==> config.mk <==
export PLATFORM = sky130hd
export DESIGN_NAME = tiny_register_vm_execute_flat
export DESIGN_NICKNAME = d
export VERILOG_FILES = /design/src/rtl/trvm_pkg.sv /design/src/rtl/trvm_instr_if.sv /design/src/rtl/trvm_result_if.sv /design/src/rtl/trvm_regfile.sv /design/src/rtl/trvm_divider.sv /design/src/rtl/trvm_sequencer.sv /design/src/rtl/tiny_register_vm_execute.sv /design/src/flat_wrapper.sv
export SDC_FILE = /design/constraint.sdc
export NUM_CORES = 2
export LEC_CHECK = 0
export ABC_AREA = 1
export BUFFER_PORTS_ARGS = -buffer_cell sky130_fd_sc_hd__clkbuf_2
export CAP_MARGIN = 20
export CORE_ASPECT_RATIO = 1.1
export CORE_MARGIN = 2
export CORE_UTILIZATION = 30
export DETAILED_ROUTE_END_ITERATION = 12
export GPL_ROUTABILITY_DRIVEN = 1
export GPL_TIMING_DRIVEN = 0
export SLEW_MARGIN = 10
export SYNTH_ARGS = -nofsm -noshare
export SYNTH_HDL_FRONTEND = slang
export SYNTH_SLANG_ARGS = --single-unit
==> constraint.sdc <==
create_clock -name clk -period 9.3 [get_ports clk]
set_input_delay 0 -clock clk [delete_from_list [all_inputs] [get_ports clk]]
set_output_delay 0 -clock clk [all_outputs]
set_load 0.1 [all_outputs]
==> src/rtl/trvm_pkg.sv <==
// Shared types, constants and the microcode table of the register-machine execute unit.
`timescale 1ns / 1ps

package trvm_pkg;

    localparam int NUM_REGS    = 32;
    localparam int REG_ADDR_W  = (NUM_REGS > 1) ? $clog2(NUM_REGS) : 1;
    localparam int REG_FIELD_W = 5;
    localparam int KIND_W      = 4;
    localparam int DATA_W      = 64;
    localparam int DIST_W      = 16;
    localparam int UPC_W       = 5;

    localparam logic [REG_FIELD_W-1:0] REPORT_RESET = REG_FIELD_W'(6);
    localparam logic [DIST_W-1:0]      OFFSET_ONE   = DIST_W'(1);

    typedef enum logic [KIND_W-1:0] {
        OP_CONST = 4'd0,
        OP_MOV   = 4'd1,
        OP_JMP   = 4'd2,
        OP_JLT   = 4'd3,
        OP_JEQ   = 4'd4,
        OP_ADD   = 4'd5,
        OP_MOD   = 4'd6,
        OP_NOP   = 4'd7,
        OP_END   = 4'd8
    } op_t;

    // Register file read address source.
    typedef enum logic [2:0] {
        RS_NONE,
        RS_A,
        RS_B,
        RS_C,
        RS_REPORT
    } rsel_t;

    // Register file write data source; the write address is always reg_a.
    typedef enum logic [2:0] {
        WS_NONE,
        WS_IMM,
        WS_RDATA,
        WS_SUM,
        WS_REM
    } wsel_t;

    typedef enum logic [1:0] {
        OF_ONE,
        OF_DIST,
        OF_LT,
        OF_NE
    } ofs_t;

    typedef enum logic [1:0] {
        BR_NEXT,
        BR_DONE,
        BR_DONE_IF_ZERO,
        BR_WAIT
    } br_t;

    typedef struct packed {
        rsel_t rsel;
        logic  ld_x;
        wsel_t wsel;
        ofs_t  ofs;
        br_t   br;
        logic  div_start;
        logic  halt;
    } uword_t;

    typedef struct packed {
        uword_t word;
        logic   busy;
        logic   go;
        logic   finish;
    } seq_ctrl_t;

    typedef struct packed {
        logic rd_zero;
        logic div_busy;
        logic out_stall;
    } seq_status_t;

    // Entry points of the microprogram, one per opcode.
    localparam logic [UPC_W-1:0] UPC_CONST = UPC_W'(0);
    localparam logic [UPC_W-1:0] UPC_MOV   = UPC_W'(1);
    localparam logic [UPC_W-1:0] UPC_MOV_1 = UPC_W'(2);
    localparam logic [UPC_W-1:0] UPC_JMP   = UPC_W'(3);
    localparam logic [UPC_W-1:0] UPC_JLT   = UPC_W'(4);
    localparam logic [UPC_W-1:0] UPC_JLT_1 = UPC_W'(5);
    localparam logic [UPC_W-1:0] UPC_JLT_2 = UPC_W'(6);
    localparam logic [UPC_W-1:0] UPC_JEQ   = UPC_W'(7);
    localparam logic [UPC_W-1:0] UPC_JEQ_1 = UPC_W'(8);
    localparam logic [UPC_W-1:0] UPC_JEQ_2 = UPC_W'(9);
    localparam logic [UPC_W-1:0] UPC_ADD   = UPC_W'(10);
    localparam logic [UPC_W-1:0] UPC_ADD_1 = UPC_W'(11);
    localparam logic [UPC_W-1:0] UPC_ADD_2 = UPC_W'(12);
    localparam logic [UPC_W-1:0] UPC_MOD   = UPC_W'(13);
    localparam logic [UPC_W-1:0] UPC_MOD_1 = UPC_W'(14);
    localparam logic [UPC_W-1:0] UPC_MOD_2 = UPC_W'(15);
    localparam logic [UPC_W-1:0] UPC_MOD_3 = UPC_W'(16);
    localparam logic [UPC_W-1:0] UPC_MOD_4 = UPC_W'(17);
    localparam logic [UPC_W-1:0] UPC_NOP   = UPC_W'(18);
    localparam logic [UPC_W-1:0] UPC_END   = UPC_W'(19);
    localparam logic [UPC_W-1:0] UPC_END_1 = UPC_W'(20);

    function automatic logic [UPC_W-1:0] entry_point(input logic [KIND_W-1:0] kind);
        logic [UPC_W-1:0] e;
        case (kind)
            OP_CONST: e = UPC_CONST;
            OP_MOV:   e = UPC_MOV;
            OP_JMP:   e = UPC_JMP;
            OP_JLT:   e = UPC_JLT;
            OP_JEQ:   e = UPC_JEQ;
            OP_ADD:   e = UPC_ADD;
            OP_MOD:   e = UPC_MOD;
            OP_END:   e = UPC_END;
            default:  e = UPC_NOP;
        endcase
        return e;
    endfunction

    // A read issued in one step delivers its data in the following step.
    function automatic uword_t ucode_rom(input logic [UPC_W-1:0] upc);
        uword_t w;
        w.rsel      = RS_NONE;
        w.ld_x      = 1'b0;
        w.wsel      = WS_NONE;
        w.ofs       = OF_ONE;
        w.br        = BR_NEXT;
        w.div_start = 1'b0;
        w.halt      = 1'b0;
        case (upc)
            UPC_CONST:
            begin
                w.wsel = WS_IMM;
                w.br   = BR_DONE;
            end
            UPC_MOV:
            begin
                w.rsel = RS_B;
            end
            UPC_MOV_1:
            begin
                w.wsel = WS_RDATA;
                w.br   = BR_DONE;
            end
            UPC_JMP:
            begin
                w.ofs = OF_DIST;
                w.br  = BR_DONE;
            end
            UPC_JLT, UPC_JEQ:
            begin
                w.rsel = RS_A;
            end
            UPC_JLT_1, UPC_JEQ_1, UPC_ADD_1, UPC_MOD_1:
            begin
                w.ld_x = 1'b1;
                w.rsel = (upc == UPC_ADD_1 || upc == UPC_MOD_1) ? RS_C : RS_B;
            end
            UPC_JLT_2:
            begin
                w.ofs = OF_LT;
                w.br  = BR_DONE;
            end
            UPC_JEQ_2:
            begin
                w.ofs = OF_NE;
                w.br  = BR_DONE;
            end
            UPC_ADD, UPC_MOD:
            begin
                w.rsel = RS_B;
            end
            UPC_ADD_2:
            begin
                w.wsel = WS_SUM;
                w.br   = BR_DONE;
            end
            UPC_MOD_2:
            begin
                w.div_start = 1'b1;
                w.br        = BR_DONE_IF_ZERO;
            end
            UPC_MOD_3:
            begin
                w.br = BR_WAIT;
            end
            UPC_MOD_4:
            begin
                w.wsel = WS_REM;
                w.br   = BR_DONE;
            end
            UPC_END:
            begin
                w.rsel = RS_REPORT;
            end
            UPC_END_1:
            begin
                w.halt = 1'b1;
                w.br   = BR_DONE;
            end
            default:
            begin
                w.br = BR_DONE;
            end
        endcase
        return w;
    endfunction

endpackage

==> src/rtl/trvm_instr_if.sv <==
// Instruction channel: valid/ready handshake with the instruction fields.
`timescale 1ns / 1ps

interface trvm_instr_if import trvm_pkg::*; ();
    logic                    valid;
    logic                    ready;
    logic [KIND_W-1:0]       kind;
    logic [REG_FIELD_W-1:0]  reg_a;
    logic [REG_FIELD_W-1:0]  reg_b;
    logic [REG_FIELD_W-1:0]  reg_c;
    logic signed [DATA_W-1:0] immediate;
    logic signed [DIST_W-1:0] jump_distance;

    modport source (
        output valid, kind, reg_a, reg_b, reg_c, immediate, jump_distance,
        input  ready
    );

    modport sink (
        input  valid, kind, reg_a, reg_b, reg_c, immediate, jump_distance,
        output ready
    );
endinterface

==> src/rtl/trvm_result_if.sv <==
// Result channel: valid/ready handshake with the result fields.
`timescale 1ns / 1ps

interface trvm_result_if import trvm_pkg::*; ();
    logic                     valid;
    logic                     ready;
    logic signed [DIST_W-1:0] next_offset;
    logic                     halted;
    logic                     divide_fault;
    logic signed [DATA_W-1:0] reported_value;

    modport source (
        output valid, next_offset, halted, divide_fault, reported_value,
        input  ready
    );

    modport sink (
        input  valid, next_offset, halted, divide_fault, reported_value,
        output ready
    );
endinterface

==> src/rtl/trvm_regfile.sv <==
// Register file: one write and one registered read port, with per-entry valid bits.
`timescale 1ns / 1ps

module trvm_regfile import trvm_pkg::*;
(
    input  logic                   clk,
    input  logic                   rst_n,
    input  logic                   we,
    input  logic [REG_FIELD_W-1:0] waddr,
    input  logic [DATA_W-1:0]      wdata,
    input  logic                   re,
    input  logic [REG_FIELD_W-1:0] raddr,
    output logic [DATA_W-1:0]      rdata
);

    logic [DATA_W-1:0]   mem [NUM_REGS];
    logic [NUM_REGS-1:0] valid_reg;
    logic [DATA_W-1:0]   rdata_reg;
    logic                rvalid_reg;
    logic                w_in_range;
    logic                r_in_range;
    logic [REG_ADDR_W-1:0] waddr_i;
    logic [REG_ADDR_W-1:0] raddr_i;

    // Indices past the end of the file read as zero and ignore writes.
    assign w_in_range = int'(waddr) < NUM_REGS;
    assign r_in_range = int'(raddr) < NUM_REGS;
    assign waddr_i    = REG_ADDR_W'(waddr);
    assign raddr_i    = REG_ADDR_W'(raddr);

    always_ff @(posedge clk)
    begin
        if (we && w_in_range)
        begin
            mem[waddr_i] <= wdata;
        end
        if (re)
        begin
            rdata_reg <= mem[raddr_i];
        end
    end

    // An entry never written since reset reads as zero.
    always_ff @(posedge clk or negedge rst_n)
    begin
        if (!rst_n)
        begin
            valid_reg  <= '0;
            rvalid_reg <= 1'b0;
        end
        else
        begin
            if (we && w_in_range)
            begin
                valid_reg[waddr_i] <= 1'b1;
            end
            if (re)
            begin
                rvalid_reg <= r_in_range && valid_reg[raddr_i];
            end
        end
    end

    assign rdata = rvalid_reg ? rdata_reg : '0;

endmodule

==> src/rtl/trvm_divider.sv <==
// Bit-serial signed remainder unit, truncating toward zero, one quotient bit per cycle.
`timescale 1ns / 1ps

module trvm_divider import trvm_pkg::*;
(
    input  logic              clk,
    input  logic              rst_n,
    input  logic              start,
    input  logic [DATA_W-1:0] dividend,
    input  logic [DATA_W-1:0] divisor,
    output logic              busy,
    output logic [DATA_W-1:0] remainder
);

    localparam int CNT_W = $clog2(DATA_W);

    logic             busy_reg;
    logic [CNT_W-1:0] cnt_reg;
    logic [DATA_W-1:0] rem_reg;
    logic [DATA_W-1:0] quo_reg;
    logic [DATA_W-1:0] dsr_reg;
    logic              neg_reg;
    logic [DATA_W:0]   partial;
    logic [DATA_W:0]   trial;

    assign partial = {rem_reg, quo_reg[DATA_W-1]};
    assign trial   = partial - {1'b0, dsr_reg};

    always_ff @(posedge clk or negedge rst_n)
    begin
        if (!rst_n)
        begin
            busy_reg <= 1'b0;
            cnt_reg  <= '0;
        end
        else if (start)
        begin
            busy_reg <= 1'b1;
            cnt_reg  <= CNT_W'(DATA_W - 1);
        end
        else if (busy_reg)
        begin
            if (cnt_reg == '0)
            begin
                busy_reg <= 1'b0;
            end
            else
            begin
                cnt_reg <= cnt_reg - CNT_W'(1);
            end
        end
    end

    // Restoring division on magnitudes; the sign of the dividend is applied at the end.
    always_ff @(posedge clk)
    begin
        if (start)
        begin
            rem_reg <= '0;
            quo_reg <= dividend[DATA_W-1] ? (~dividend + DATA_W'(1)) : dividend;
            dsr_reg <= divisor[DATA_W-1] ? (~divisor + DATA_W'(1)) : divisor;
            neg_reg <= dividend[DATA_W-1];
        end
        else if (busy_reg)
        begin
            rem_reg <= trial[DATA_W] ? partial[DATA_W-1:0] : trial[DATA_W-1:0];
            quo_reg <= {quo_reg[DATA_W-2:0], 1'b0};
        end
    end

    assign busy      = busy_reg;
    assign remainder = neg_reg ? (~rem_reg + DATA_W'(1)) : rem_reg;

endmodule

==> src/rtl/trvm_sequencer.sv <==
// Microcode sequencer: step counter, opcode dispatch and conditional branching.
`timescale 1ns / 1ps

module trvm_sequencer import trvm_pkg::*;
(
    input  logic              clk,
    input  logic              rst_n,
    input  logic              start,
    input  logic [KIND_W-1:0] kind,
    input  seq_status_t       status,
    output seq_ctrl_t         ctrl
);

    logic             busy_reg;
    logic             busy_next;
    logic [UPC_W-1:0] upc_reg;
    logic [UPC_W-1:0] upc_next;
    uword_t           word;
    logic             finish;
    logic             stall;
    logic             go;

    assign word   = ucode_rom(upc_reg);
    assign finish = (word.br == BR_DONE) || (word.br == BR_DONE_IF_ZERO && status.rd_zero);
    // A finishing step waits for room in the output register; the wait step for the divider.
    assign stall  = (finish && status.out_stall) || (word.br == BR_WAIT && status.div_busy);
    assign go     = busy_reg && !stall;

    always_comb
    begin
        busy_next = busy_reg;
        upc_next  = upc_reg;
        if (!busy_reg)
        begin
            if (start)
            begin
                busy_next = 1'b1;
                upc_next  = entry_point(kind);
            end
        end
        else if (go)
        begin
            if (finish)
            begin
                busy_next = 1'b0;
            end
            else
            begin
                upc_next = upc_reg + UPC_W'(1);
            end
        end
    end

    always_ff @(posedge clk or negedge rst_n)
    begin
        if (!rst_n)
        begin
            busy_reg <= 1'b0;
            upc_reg  <= '0;
        end
        else
        begin
            busy_reg <= busy_next;
            upc_reg  <= upc_next;
        end
    end

    always_comb
    begin
        ctrl.word   = word;
        ctrl.busy   = busy_reg;
        ctrl.go     = go;
        ctrl.finish = finish;
    end

endmodule

==> src/rtl/tiny_register_vm_execute.sv <==
// Top level of the register-machine execute unit: datapath around the microcode sequencer.
// One instruction at a time; a new one is accepted in the cycle after the previous one finishes.
// Each instruction runs through its microcode steps, at most one register-file read per step;
// mod also waits in a step for the bit-serial remainder unit to finish its 64 iterations.
// Reset (rst_n, asynchronous) idles the sequencer, clears the per-entry valid bits so every
// register reads as zero, and sets the report select register to 6; no clearing pass is needed.
`timescale 1ns / 1ps

module tiny_register_vm_execute import trvm_pkg::*;
(
    input  logic                   clk,
    input  logic                   rst_n,
    trvm_instr_if.sink             instr,
    trvm_result_if.source          result,
    input  logic                   cfg_wr_en,
    input  logic [REG_FIELD_W-1:0] cfg_wr_data
);

    seq_ctrl_t   ctrl;
    seq_status_t status;
    logic        accept;

    logic [REG_FIELD_W-1:0] report_sel_reg;
    logic [REG_FIELD_W-1:0] ra_reg;
    logic [REG_FIELD_W-1:0] rb_reg;
    logic [REG_FIELD_W-1:0] rc_reg;
    logic [DATA_W-1:0]      imm_reg;
    logic [DIST_W-1:0]      dist_reg;
    logic [DATA_W-1:0]      x_reg;

    logic                   rf_we;
    logic                   rf_re;
    logic [REG_FIELD_W-1:0] rf_raddr;
    logic [DATA_W-1:0]      rf_wdata;
    logic [DATA_W-1:0]      rf_rdata;
    logic                   div_start;
    logic                   div_busy;
    logic [DATA_W-1:0]      div_rem;
    logic                   emit;

    logic                   out_valid_reg;
    logic [DIST_W-1:0]      offset_reg;
    logic [DIST_W-1:0]      offset_next;
    logic                   halted_reg;
    logic                   fault_reg;
    logic [DATA_W-1:0]      report_reg;

    assign instr.ready = !ctrl.busy;
    assign accept      = instr.valid && instr.ready;

    always_ff @(posedge clk or negedge rst_n)
    begin
        if (!rst_n)
        begin
            report_sel_reg <= REPORT_RESET;
        end
        else if (cfg_wr_en)
        begin
            report_sel_reg <= cfg_wr_data;
        end
    end

    always_ff @(posedge clk)
    begin
        if (accept)
        begin
            ra_reg   <= instr.reg_a;
            rb_reg   <= instr.reg_b;
            rc_reg   <= instr.reg_c;
            imm_reg  <= instr.immediate;
            dist_reg <= instr.jump_distance;
        end
        if (ctrl.go && ctrl.word.ld_x)
        begin
            x_reg <= rf_rdata;
        end
    end

    assign status.rd_zero   = (rf_rdata == '0);
    assign status.div_busy  = div_busy;
    assign status.out_stall = out_valid_reg && !result.ready;

    trvm_sequencer u_seq (
        .clk    (clk),
        .rst_n  (rst_n),
        .start  (accept),
        .kind   (instr.kind),
        .status (status),
        .ctrl   (ctrl)
    );

    always_comb
    begin
        case (ctrl.word.rsel)
            RS_A:      rf_raddr = ra_reg;
            RS_B:      rf_raddr = rb_reg;
            RS_C:      rf_raddr = rc_reg;
            RS_REPORT: rf_raddr = report_sel_reg;
            default:   rf_raddr = ra_reg;
        endcase
    end

    always_comb
    begin
        case (ctrl.word.wsel)
            WS_IMM:   rf_wdata = imm_reg;
            WS_RDATA: rf_wdata = rf_rdata;
            WS_SUM:   rf_wdata = x_reg + rf_rdata;
            WS_REM:   rf_wdata = div_rem;
            default:  rf_wdata = imm_reg;
        endcase
    end

    assign rf_re     = ctrl.go && (ctrl.word.rsel != RS_NONE);
    assign rf_we     = ctrl.go && (ctrl.word.wsel != WS_NONE);
    assign div_start = ctrl.go && ctrl.word.div_start && !status.rd_zero;

    trvm_regfile u_rf (
        .clk   (clk),
        .rst_n (rst_n),
        .we    (rf_we),
        .waddr (ra_reg),
        .wdata (rf_wdata),
        .re    (rf_re),
        .raddr (rf_raddr),
        .rdata (rf_rdata)
    );

    trvm_divider u_div (
        .clk       (clk),
        .rst_n     (rst_n),
        .start     (div_start),
        .dividend  (x_reg),
        .divisor   (rf_rdata),
        .busy      (div_busy),
        .remainder (div_rem)
    );

    // Jump tests fall through when they hold and take the distance otherwise.
    always_comb
    begin
        case (ctrl.word.ofs)
            OF_DIST: offset_next = dist_reg;
            OF_LT:   offset_next = ($signed(x_reg) < $signed(rf_rdata)) ? OFFSET_ONE : dist_reg;
            OF_NE:   offset_next = (x_reg != rf_rdata) ? dist_reg : OFFSET_ONE;
            default: offset_next = OFFSET_ONE;
        endcase
    end

    assign emit = ctrl.go && ctrl.finish;

    always_ff @(posedge clk or negedge rst_n)
    begin
        if (!rst_n)
        begin
            out_valid_reg <= 1'b0;
        end
        else if (emit)
        begin
            out_valid_reg <= 1'b1;
        end
        else if (result.ready)
        begin
            out_valid_reg <= 1'b0;
        end
    end

    always_ff @(posedge clk)
    begin
        if (emit)
        begin
            offset_reg <= offset_next;
            halted_reg <= ctrl.word.halt;
            fault_reg  <= (ctrl.word.br == BR_DONE_IF_ZERO);
            report_reg <= ctrl.word.halt ? rf_rdata : '0;
        end
    end

    assign result.valid          = out_valid_reg;
    assign result.next_offset    = offset_reg;
    assign result.halted         = halted_reg;
    assign result.divide_fault   = fault_reg;
    assign result.reported_value = report_reg;

    // A finished transaction never overwrites a result that is still waiting.
    a_no_overwrite: assert property (@(posedge clk) disable iff (!rst_n)
        emit |-> !(out_valid_reg && !result.ready))
        else $error("result register overwritten while held");

    a_div_idle_start: assert property (@(posedge clk) disable iff (!rst_n)
        div_start |-> !div_busy)
        else $error("divider restarted while busy");

    a_wait_for_div: assert property (@(posedge clk) disable iff (!rst_n)
        rf_we && (ctrl.word.wsel == WS_REM) |-> !div_busy)
        else $error("remainder written before the divider finished");

    a_flags_exclusive: assert property (@(posedge clk) disable iff (!rst_n)
        out_valid_reg |-> !(halted_reg && fault_reg))
        else $error("halt and divide fault raised together");

    a_report_zero: assert property (@(posedge clk) disable iff (!rst_n)
        out_valid_reg && !halted_reg |-> report_reg == '0)
        else $error("reported value nonzero outside end");

endmodule
==> src/flat_wrapper.sv <==
// flat-port wrapper written by rule: the top's interface ports become plain ports
module tiny_register_vm_execute_flat import trvm_pkg::*;
  (clk, rst_n, cfg_wr_en, cfg_wr_data, instr_valid, instr_kind, instr_reg_a, instr_reg_b, instr_reg_c, instr_immediate, instr_jump_distance, instr_ready, result_valid, result_next_offset, result_halted, result_divide_fault, result_reported_value, result_ready);
  trvm_instr_if instr_i ();
  trvm_result_if result_i ();
  input  logic clk;
  input  logic rst_n;
  input  logic cfg_wr_en;
  input  logic [REG_FIELD_W-1:0] cfg_wr_data;
  input wire logic [$bits(instr_i.valid)-1:0] instr_valid;
  input wire logic [$bits(instr_i.kind)-1:0] instr_kind;
  input wire logic [$bits(instr_i.reg_a)-1:0] instr_reg_a;
  input wire logic [$bits(instr_i.reg_b)-1:0] instr_reg_b;
  input wire logic [$bits(instr_i.reg_c)-1:0] instr_reg_c;
  input wire logic [$bits(instr_i.immediate)-1:0] instr_immediate;
  input wire logic [$bits(instr_i.jump_distance)-1:0] instr_jump_distance;
  output wire logic [$bits(instr_i.ready)-1:0] instr_ready;
  output wire logic [$bits(result_i.valid)-1:0] result_valid;
  output wire logic [$bits(result_i.next_offset)-1:0] result_next_offset;
  output wire logic [$bits(result_i.halted)-1:0] result_halted;
  output wire logic [$bits(result_i.divide_fault)-1:0] result_divide_fault;
  output wire logic [$bits(result_i.reported_value)-1:0] result_reported_value;
  input wire logic [$bits(result_i.ready)-1:0] result_ready;
  assign instr_i.valid = instr_valid;
  assign instr_i.kind = instr_kind;
  assign instr_i.reg_a = instr_reg_a;
  assign instr_i.reg_b = instr_reg_b;
  assign instr_i.reg_c = instr_reg_c;
  assign instr_i.immediate = instr_immediate;
  assign instr_i.jump_distance = instr_jump_distance;
  assign instr_ready = instr_i.ready;
  assign result_valid = result_i.valid;
  assign result_next_offset = result_i.next_offset;
  assign result_halted = result_i.halted;
  assign result_divide_fault = result_i.divide_fault;
  assign result_reported_value = result_i.reported_value;
  assign result_i.ready = result_ready;
  tiny_register_vm_execute u_core (.clk(clk), .rst_n(rst_n), .instr(instr_i), .result(result_i), .cfg_wr_en(cfg_wr_en), .cfg_wr_data(cfg_wr_data));
endmodule
==> results.json <==
{
  "internal_power_mw": 29.09,
  "grt_max_degree": 64,
  "start_util": 0.3011,
  "num_rows": 242,
  "crit_chain": "buf_6, buf_6, buf_6, nand2_1, clkbuf_1, buf_1, buf_8, ha_1, nand2_1, inv_1, nand3_1, nor4_1, nand3_1, nor4_1, nand4_1, o211ai_1, buf_8, clkbuf_1, a21oi_1",
  "hold_violations": 0,
  "synth_top_family_by_area": "simple AND/OR/NAND/NOR gates",
  "p_leak_nw": 52.86,
  "fin_nets": 12730,
  "crit_slowest_cell": "clkbuf_1",
  "final_max_slew_viol_count": 0,
  "swShare": 0.4843,
  "synth-seq-area-share": 0.6487,
  "synth-simple-area-share": 0.2268,
  "setup_ws_ns": 1.462,
  "synth_area_leader_cell": "edfxtp_1",
  "cp-end-kind": "flip-flop",
  "setup_tns_ns": 0,
  "synth_area_per_cell_um2": 10.34,
  "clkTransAtPathRegs_ns": 0.06,
  "synth_commonest_cells": "nand2_1, edfxtp_1, nand3_1",
  "worst_ep_arrival_time_ns": 8.45,
  "final_area_um2": 143500,
  "place_area_um2": 131700,
  "drc": 0,
  "synth_area_leaders": "edfxtp_1, nand2_1, nand3_1",
  "drv_cap": 0,
  "dp_hpwl_mm": 376.1,
  "critPathLaunchType": "flip-flop",
  "power_density_nw_per_um2": 393.0,
  "crit_top_cell": "buf_6",
  "postCtsSetupRepairBufs": 0,
  "final_util": 0.3634,
  "synthMuxAreaShare": 0.0003578,
  "ir_drop_mv": 0.2950,
  "ctsHtreeMaxLevel": 5,
  "dr.pass1.iters": 6,
  "synth-seq-cells": 2598,
  "largest_register_ffs": 2048,
  "hp-class": "in2async",
  "grt_remaining_overflow": 0,
  "rr_worst_depth": 19,
  "synth_ff_type": "edfxtp_1",
  "synth_compound_area_frac": 0.04849,
  "largest-register": "u_core.u_rf.mem",
  "worst_hold_slack_ns": 0.01927,
  "synth.top_cell.area_share": 0.6270,
  "crit_start": "u_core.u_rf.rvalid_reg$_DFFE_PN0P_",
  "pin_count": 193,
  "dieArea_um2": 401300,
  "nFillCells": 39020,
  "yosysWarnings": 0,
  "gp_congestion": 0.9972,
  "cp_data_required_time_ns": 9.91,
  "fin_crit_ns": 7.838,
  "worstMarginPinSlew_ns": 1.356,
  "rsz0062_at_grt": "no",
  "finClkSkew_ns": 0.09003,
  "p_seq_frac": 0.294,
  "cp-endpoint": "u_core.result.next_offset[11]$_DFFE_PP_",
  "fmax_ghz": 0.1276,
  "setup_viol": 0,
  "cts.path.max_buffers": 4,
  "grt_pass1_vias": 90280,
  "maxSlewHeadroom": 0.08618,
  "viasPerCell": 5.284,
  "critPathMaxStageDelay_ns": 0.94,
  "dp_slack_ns": 1.736,
  "net-switching-power_mw": 27.32,
  "cp_max_fo": 10,
  "cts_root_buffer": "clkbuf_16",
  "antenna_found_initial": 40,
  "cts_sinks": 2598,
  "layout-drive-gt1-share": 0.09983,
  "clk_latency_ns": 0.96,
  "cts_buffers": 288,
  "route.detailed.wl_per_inst_um": 27.80,
  "fp.dieW_um": 604.2,
  "pwr-share-clk": 0.209,
  "syn-cell-area_um2": 118900,
  "status": "completed",
  "area.growth.synth_to_final_pct": 20.71,
  "post-route-period-util": 0.8428,
  "p_comb_frac": 0.498,
  "fp.coreArea_um2": 394800,
  "drt_iter0_markers": 11690,
  "rr_startpoint": "u_core.u_rf.rvalid_reg$_DFFE_PN0P_",
  "synthAdderAreaFrac": 0.02191,
  "antenna_left": 0,
  "grt_usage": 0.2405,
  "synth_nets": 11820,
  "routed-via-count": 94670,
  "syn_inst": 11500,
  "reg2reg_to": "u_core.result.next_offset[11]$_DFFE_PP_",
  "numPortBuffers": 191,
  "grt_pass1_wl_mm": 683.1,
  "synthXorXnorAreaFrac": 0.009872,
  "yosysUniqueCellTypes": 65,
  "die_h_um": 664.2,
  "async_flop_share": 0.02002,
  "crit_type": "reg2reg",
  "post-synth-top-count-cell": "nand2_1",
  "cts_tree": "built",
  "postRouteWirelength_mm": 498.0,
  "synth_edf_count": 2482,
  "r2r_slack_ns": 1.46
}
## worst max-delay path: cells and delay by family, from the launching register on
family / cells / cell delay (ns)
compound gates: 2 / 0.95
fa+ha+maj: 1 / 0.30
buf+inv: 9 / 3.10
flops: 1 / 0.39
simple gates: 7 / 2.71
## what timing repair did
action	CTS	global route
hold buffers	219	0
hold endpoints to repair	224	0
gates resized for setup	0	0
## power by group through the flow
stage | combinational (mW) | clock [mW] | sequential (mW)
finish | 28.1 | 11.8 | 16.6
global route | 29.4 | 12.3 | 16.6
CTS | 27.3 | 11.8 | 16.5
floorplan | 13.1 | 0 | 17.8
detailed placement | 27.1 | 0 | 16.7
global placement | 25.5 | 0 | 17.2
## cells in the final DEF, fill, tap and decap left out, types with 91 or more instances in the layout
master / n
edfxtp_1: 2482
dlygate4sd3_1: 219
clkbuf_2: 200
xor2_1: 91
buf_2: 250
inv_1: 699
ha_1: 205
o21ai_0: 419
nand2_1: 3056
a21oi_1: 315
clkbuf_16: 302
nor3_1: 104
buf_12: 111
nor2_1: 658
nand3_1: 2202
clkbuf_1: 263
## per-stage QoR
step           power, mW  std cells
6_report           56.40      17920
5_1_grt            58.28      17890
4_1_cts            55.66      17890
3_5_place_dp       43.87      17150
3_3_place_gp       42.76      16940
2_1_floorplan      30.91      11500
## cell families (layout without fill, tap and decap cells)
family,Yosys count,in the layout
AND/OR/NAND/NOR,6247,6247
flip-flops,2598,2598
buffers and inverters,1287,2427
AO/OA/AOI/OAI,1025,1025
adder cells (fa/ha/maj),207,207
XOR/XNOR,134,134
multiplexers,4,4
other,0,29
## worst min-delay path by stage
stage                                start                                    to  slack [ns]  cells after the start
detailed placement                   rst_n   u_core.u_div.cnt_reg[5]$_DFFE_PN0P_       -0.06                      1
global placement    instr_jump_distance[2]          u_core.dist_reg[2]$_DFFE_PP_        0.18                      1
CTS                          instr_kind[3]   u_core.u_seq.upc_reg[2]$_DFFE_PN0P_        0.14                      7
global route                         rst_n   u_core.u_div.cnt_reg[0]$_DFFE_PN0P_        0.06                      3
finish                               rst_n   u_core.u_div.cnt_reg[0]$_DFFE_PN0P_        0.02                      3
floorplan                            rst_n  u_core.report_sel_reg[0]$_DFFE_PN0P_       -0.30                      0
## area by class of cell
cell class	instances	area [um^2]	share of cell area
diodes	29	72.57	0.0005057
plain buffers	553	2471	0.01722
clock buffers	365	7854	0.05473
clock inverters	154	1717	0.01196
inverters	734	2768	0.01929
multi-input cells	7617	37600	0.2620
flip-flops and latches	2598	77120	0.5374
well taps	5246	6564	0.04574
repair buffers	621	7345	0.05118
## metal layers
layer,track usage,vias to the layer above,share of wire
met5,0,-,0.00025
met3,0.05045,1104,0.094
met1,0.2950,46270,0.38
met2,0.3850,5160,0.46
met4,0.1539,18,0.073
li1,-,42120,-
Power figures use the tool's default switching activity.
